### src/rtl/dfg_pkg.sv
// ----------------------------------------------------------------------------
// dfg_pkg
// Shared types and constants of the DVFS frequency governor.
// ----------------------------------------------------------------------------
package dfg_pkg;

	localparam int FREQ_W     = 22;
	localparam int THR_W      = 32;
	localparam int SLEEP_W    = 24;
	localparam int FCNT_W     = 5;
	localparam int PROD1_W    = FREQ_W + THR_W;     // cur * req
	localparam int PSLEEP_W   = SLEEP_W + THR_W;    // sleep * thr
	localparam int DVS_W      = 36;                 // divisor width
	localparam int DVD_W      = FREQ_W + DVS_W;     // dividend width
	localparam int CNT_W      = $clog2(DVD_W);

	// one million in q16.16
	localparam logic [DVS_W-1:0] S_MEGA = 36'd65536000000;

	// S_MEGA is MEGA_ODD shifted up by SCALE_SH
	localparam int SCALE_SH = 22;
	localparam int ODD_W    = 14;
	localparam logic [ODD_W-1:0] MEGA_ODD = 14'd15625;

	// floor(2^36 / MEGA_ODD), estimate is low by at most one
	localparam int RCP_W  = 23;
	localparam logic [RCP_W-1:0] RCP_M = 23'd4398046;
	localparam int PRCP_W = DVS_W + RCP_W;

	localparam int MAX_APPS_DEF     = 8;
	localparam int FREQ_ENTRIES_DEF = 16;

	localparam logic [FREQ_W-1:0] MIN_RST = 22'd102000;
	localparam logic [FREQ_W-1:0] MAX_RST = 22'd1479000;
	localparam logic [FCNT_W-1:0] FCNT_RST = 5'd1;

	typedef enum logic [1:0] {
		MODE_START  = 2'd0,
		MODE_REPORT = 2'd1,
		MODE_END    = 2'd2,
		MODE_TABLE  = 2'd3
	} mode_t;

	typedef enum logic [1:0] {
		CFG_MIN   = 2'd0,
		CFG_MAX   = 2'd1,
		CFG_COUNT = 2'd2,
		CFG_NONE  = 2'd3
	} cfg_idx_t;

	typedef enum logic [1:0] {
		WSEL_MAX  = 2'd0,
		WSEL_ZERO = 2'd1,
		WSEL_DIV  = 2'd2,
		WSEL_HOLD = 2'd3
	} wsel_t;

	// controller to datapath
	typedef struct packed {
		logic  accept;
		logic  mult1;
		logic  div_go;
		logic  t_load;
		logic  mult2;
		logic  rcp;
		logic  qest;
		logic  w_load;
		wsel_t w_sel;
		logic  srch_step;
	} cmd_t;

	// datapath to controller
	typedef struct packed {
		logic thr_zero;
		logic p_over;
		logic div_done;
		logic srch_hit;
	} sts_t;

endpackage

### src/rtl/dfg_ctrl.sv
// ----------------------------------------------------------------------------
// dfg_ctrl
// Sequencer for report arithmetic; other modes finish in the accept cycle.
// ----------------------------------------------------------------------------
module dfg_ctrl (
	input  logic          clk,
	input  logic          arst_n,
	input  logic          start,
	input  logic [1:0]    mode,
	input  dfg_pkg::sts_t sts,
	output dfg_pkg::cmd_t cmd,
	output logic          busy
);

	typedef enum logic [3:0] {
		ST_IDLE, ST_MUL1, ST_CHK, ST_DIV1, ST_MUL2, ST_RCP, ST_QEST, ST_FIX, ST_SRCH
	} state_t;

	state_t state_q;

	assign busy = (state_q != ST_IDLE);

	// state register
	always_ff @(posedge clk or negedge arst_n) begin
		if (!arst_n) begin
			state_q <= ST_IDLE;
		end else begin
			case (state_q)
				ST_IDLE: if (start && dfg_pkg::mode_t'(mode) == dfg_pkg::MODE_REPORT) begin
					state_q <= ST_MUL1;
				end
				ST_MUL1: state_q <= ST_CHK;
				ST_CHK:  state_q <= sts.thr_zero ? ST_SRCH : ST_DIV1;
				ST_DIV1: if (sts.div_done) begin
					state_q <= sts.p_over ? ST_SRCH : ST_MUL2;
				end
				ST_MUL2: state_q <= ST_RCP;
				ST_RCP:  state_q <= ST_QEST;
				ST_QEST: state_q <= ST_FIX;
				ST_FIX:  state_q <= ST_SRCH;
				ST_SRCH: if (sts.srch_hit) begin
					state_q <= ST_IDLE;
				end
				default: state_q <= ST_IDLE;
			endcase
		end
	end

	// commands
	always_comb begin
		cmd           = '0;
		cmd.w_sel     = dfg_pkg::WSEL_HOLD;
		cmd.accept    = start && (state_q == ST_IDLE);
		case (state_q)
			ST_MUL1: cmd.mult1 = 1'b1;
			ST_CHK: begin
				if (sts.thr_zero) begin
					cmd.w_load = 1'b1;
					cmd.w_sel  = dfg_pkg::WSEL_MAX;
				end else begin
					cmd.div_go = 1'b1;
				end
			end
			ST_DIV1: begin
				cmd.t_load = sts.div_done;
				if (sts.div_done && sts.p_over) begin
					cmd.w_load = 1'b1;
					cmd.w_sel  = dfg_pkg::WSEL_ZERO;
				end
			end
			ST_MUL2: cmd.mult2 = 1'b1;
			ST_RCP:  cmd.rcp = 1'b1;
			ST_QEST: cmd.qest = 1'b1;
			ST_FIX: begin
				cmd.w_load = 1'b1;
				cmd.w_sel  = dfg_pkg::WSEL_DIV;
			end
			ST_SRCH: cmd.srch_step = 1'b1;
			default: ;
		endcase
	end

endmodule

### config.mk
export PLATFORM = sky130hd
export DESIGN_NAME = dfg_ctrl
export DESIGN_NICKNAME = d
export VERILOG_FILES = /design/src/rtl/dfg_pkg.sv /design/src/rtl/dfg_ctrl.sv
export SDC_FILE = /design/constraint.sdc
export NUM_CORES = 1
export LEC_CHECK = 0
export BUFFER_PORTS_ARGS = -buffer_cell sky130_fd_sc_hd__buf_2
export CAP_MARGIN = 40
export CORE_AREA = 2 2 39 41
export CTS_BUF_LIST = sky130_fd_sc_hd__clkbuf_2 sky130_fd_sc_hd__clkbuf_4 sky130_fd_sc_hd__clkbuf_8
export DETAILED_ROUTE_END_ITERATION = 7
export DIE_AREA = 0 0 41 43
export GPL_TIMING_DRIVEN = 0
export PLACE_DENSITY = 0.59
export SYNTH_ARGS = -nofsm -noshare
export SYNTH_HDL_FRONTEND = slang
export SYNTH_SLANG_ARGS = --single-unit
### constraint.sdc
create_clock -name clk -period 1.25 [get_ports clk]
set_input_delay 0.1875 -clock clk [delete_from_list [all_inputs] [get_ports clk]]
set_output_delay 0.1875 -clock clk [all_outputs]
set_load 0.005 [all_outputs]
==> key figures <==
Die
  – Die area: 0.00176 mm^2
  – Initial core utilization: 0.255
  – I/O pin count: 21
  – Std-Cell Rows: 14
  – Core area: 0.00138 mm^2
  – Height of the die: 43 um
  – Chip width: 41 um

Logic synthesis
  – Synth Warn #: 0
  – Syn nets: 58
  – Register bit total from synthesis: 4
  – Adder-Cell Fraction of Synth Area: 0
  – Sequential area share after synthesis: 0.284
  – Gate Count Post-Synth: 49
  – Synth Area in Compound Gates: 0.128
  – Post-synthesis mux area share: 0.0284
  – Largest family of logic cells by synthesized area: simple AND/OR/NAND/NOR gates
  – Synth Cell Area: 353 um^2
  – Syn_area_per_cell: 7.20 um^2
  – Post-synthesis simple-gate area fraction: 0.475
  – Distinct cells, synth: 26
  – Xor-xnor portion of the synthesized cell area: 0

STA
  – Worst hold slack: 0.189 ns
  – Endpoints failing setup: 14
  – Clock Skew: 0.00311 ns
  – Headroom to the max-slew limit: 0.821
  – Minimum clock period: 1.63 ns
  – Fin. Hold Viols: 0
  – Setup WS post-layout: -0.379 ns
  – Maximum clock rate: 614 MHz
  – RSZ-0062 raised after global routing: true
  – Fin crit share: 1.30
  – Slew Viols, Final: 0
  – Tightest Pin Transition: 0.266 ns
  – TNS Setup: -2.93 ns

Detailed routing
  – First-pass iteration count of the detailed router: 4
  – Vias: 479
  – Remaining DRCs: 0
  – DRT Wirelength: 1150 um
  – Routed Antenna Nets: 0
  – Wire length per cell: 11.5 um
  – Vias per cell: 4.79
  – Initial DRC count: 7

Final layout
  – Most common cell after layout, fill and taps aside: buf_2
  – Share of cells above drive strength 1: 0.595
  – Flip-flop count of the largest register, all copies and words added: 4
  – Biggest register: state_q
  – Most frequent cells in the layout: 20 x buf_2, 9 x buf_4, 6 x nand2_1
  – Largest registers: state_q (4)
  – P&R area growth vs syn: 101%
  – Nets: 95
  – Fillers: 136
  – Ant diodes: 0

Place
  – Dpl hpwl: 710 um
  – IO buf count: 20
  – Placer congestion estimate: 0.792

Power
  – Power Density: 2530 mW/mm^2
  – Seq pwr share: 0.141
  – Internal power: 1.06 mW
  – Max VDD drop: 1.05 mV
  – Switching share of power: 0.411
  – Clock Power Share: 0.090
  – Sw Pwr: 0.737 mW
  – Pwr Total: 1.79 mW
  – Pleak: 0.353 nW
  – Logic pwr share: 0.769

Critical path
  – WP data arrival: 1.44 ns
  – CP Max Fanout: 3
  – Critical Path Start Type: register
  – Crit Path Category: register to output pin
  – Worst R2R End: state_q[3]
  – R2R Setup Slk: -0.11 ns
  – CP Capture Type: output pin
  – WP data required: 1.06 ns
  – R2R cell count: 7
  – Crit path from: state_q[0]
  – Crit path to: cmd[3]
  – FF-to-FF Start: state_q[0]

Clock tree
  – CTS Sinks: 4
  – Htree depth: 1
  – CTS Buf Count: 3
  – Worst-Skew Late Latency: 0.23 ns
  – Clock transition at path regs: 0.04 ns
  – Clk root buf: clkbuf_4
  – Clock Path Buffers: 2
  – CTS tree: yes

Status
  – Failing checks: negative setup slack
  – Status: complete, but fails checks

Global routing
  – GR Overflow Total: 0
  – Number of global-route vias before repair: 422
  – First-pass GRT wire length: 1720 um
  – Largest net degree at the start of global routing: 11
  – Antenna violations before repair: 0
  – Total GRT Usage: 0.145

Hold path
  – Hold WC Path Type: input pin to register

Run
  – MaxCap Viol Count: 0
## what timing repair did
item	CTS	global route
cloned	0	0
pin swaps	3	4
setup endpoints to repair	13	14
hold buffers	1	0
resized for setup	14	14
setup buffers	6	6
endpoints found under the hold margin	4	0
## logic make-up (layout without fill, tap and decap cells)
group,Yosys count,in the layout
AO/OA/AOI/OAI,7,7
buffers and inverters,7,42
flip-flops,4,4
multiplexers,1,1
AND/OR/NAND/NOR,30,30
## cells in the mapped netlist (all sizes together)
master,number,share of area
nor2,4,0.043
nor3b,1,0.021
a21oi,1,0.014
nor3,4,0.057
clkbuf,1,0.011
nand2,7,0.074
and3,1,0.018
nand3,3,0.043
or2b,1,0.021
mux2i,1,0.028
a211o,1,0.025
o21ai,3,0.043
nand2b,2,0.035
or3b,1,0.025
buf,3,0.043
nor4b,1,0.043
and2,2,0.039
nand4,1,0.018
nand3b,1,0.021
nor4,1,0.018
o21a,1,0.021
inv,3,0.032
o2bb2ai,1,0.025
dfrtp,4,0.28
## power groups by stage
stage | registers [mW] | logic, mW | clock network, mW
floorplan | 0.215 | 0.505 | 0
global placement | 0.222 | 0.720 | 0
detailed placement | 0.221 | 0.735 | 0
CTS | 0.264 | 0.998 | 0.160
global route | 0.263 | 1.49 | 0.176
finish | 0.252 | 1.38 | 0.161
## routing by layer
metal	routed length, um	vias to the layer above	track usage	part of all wire
met5	0	-	0	0
met4	0	0	0.0800	0
met3	48	0	0.0366	0.042
met2	650	18	0.231	0.57
met1	450	218	0.166	0.39
li1	-	243	-	-
## worst max-delay path: stages (launching register included)
cell	delay, ns
dfrtp_1	0.38
or3b_1	0.35
a211o_1	0.30
nand2_1	0.07
buf_2	0.10
## final cells by class
class	instances	area, um^2	share of cell area
plain buffers	3	26.3	0.0371
flip-flops and latches	4	101	0.143
well taps	16	20.0	0.0283
multi-input cells	38	294	0.415
repair buffers	33	228	0.322
inverters	3	16.3	0.0230
clock buffers	3	22.5	0.0318
## per-stage QoR
step                      setup slack, ns  utilization  instance area, um^2  std cells
after global placement             -0.170        0.342                  473         85
after floorplan                   -0.0519            -                  353         49
after detailed placement           -0.176        0.342                  473         85
final                              -0.379        0.512                  708        100
after global routing               -0.445        0.512                  708        100
after CTS                          -0.380        0.432                  598         94
## worst min-delay path by stage
stage                     startpoint  slack, ns  depth (start not counted)    endpoint
final                         sts[1]       0.19                          2  state_q[0]
after global routing          sts[1]       0.20                          2  state_q[0]
after CTS                     sts[1]       0.19                          2  state_q[0]
after detailed placement      arst_n     -0.003                          1  state_q[3]
after global placement        arst_n     -0.005                          1  state_q[3]
after floorplan               arst_n      -0.11                          0  state_q[0]
Power figures use the tool's default switching activity.
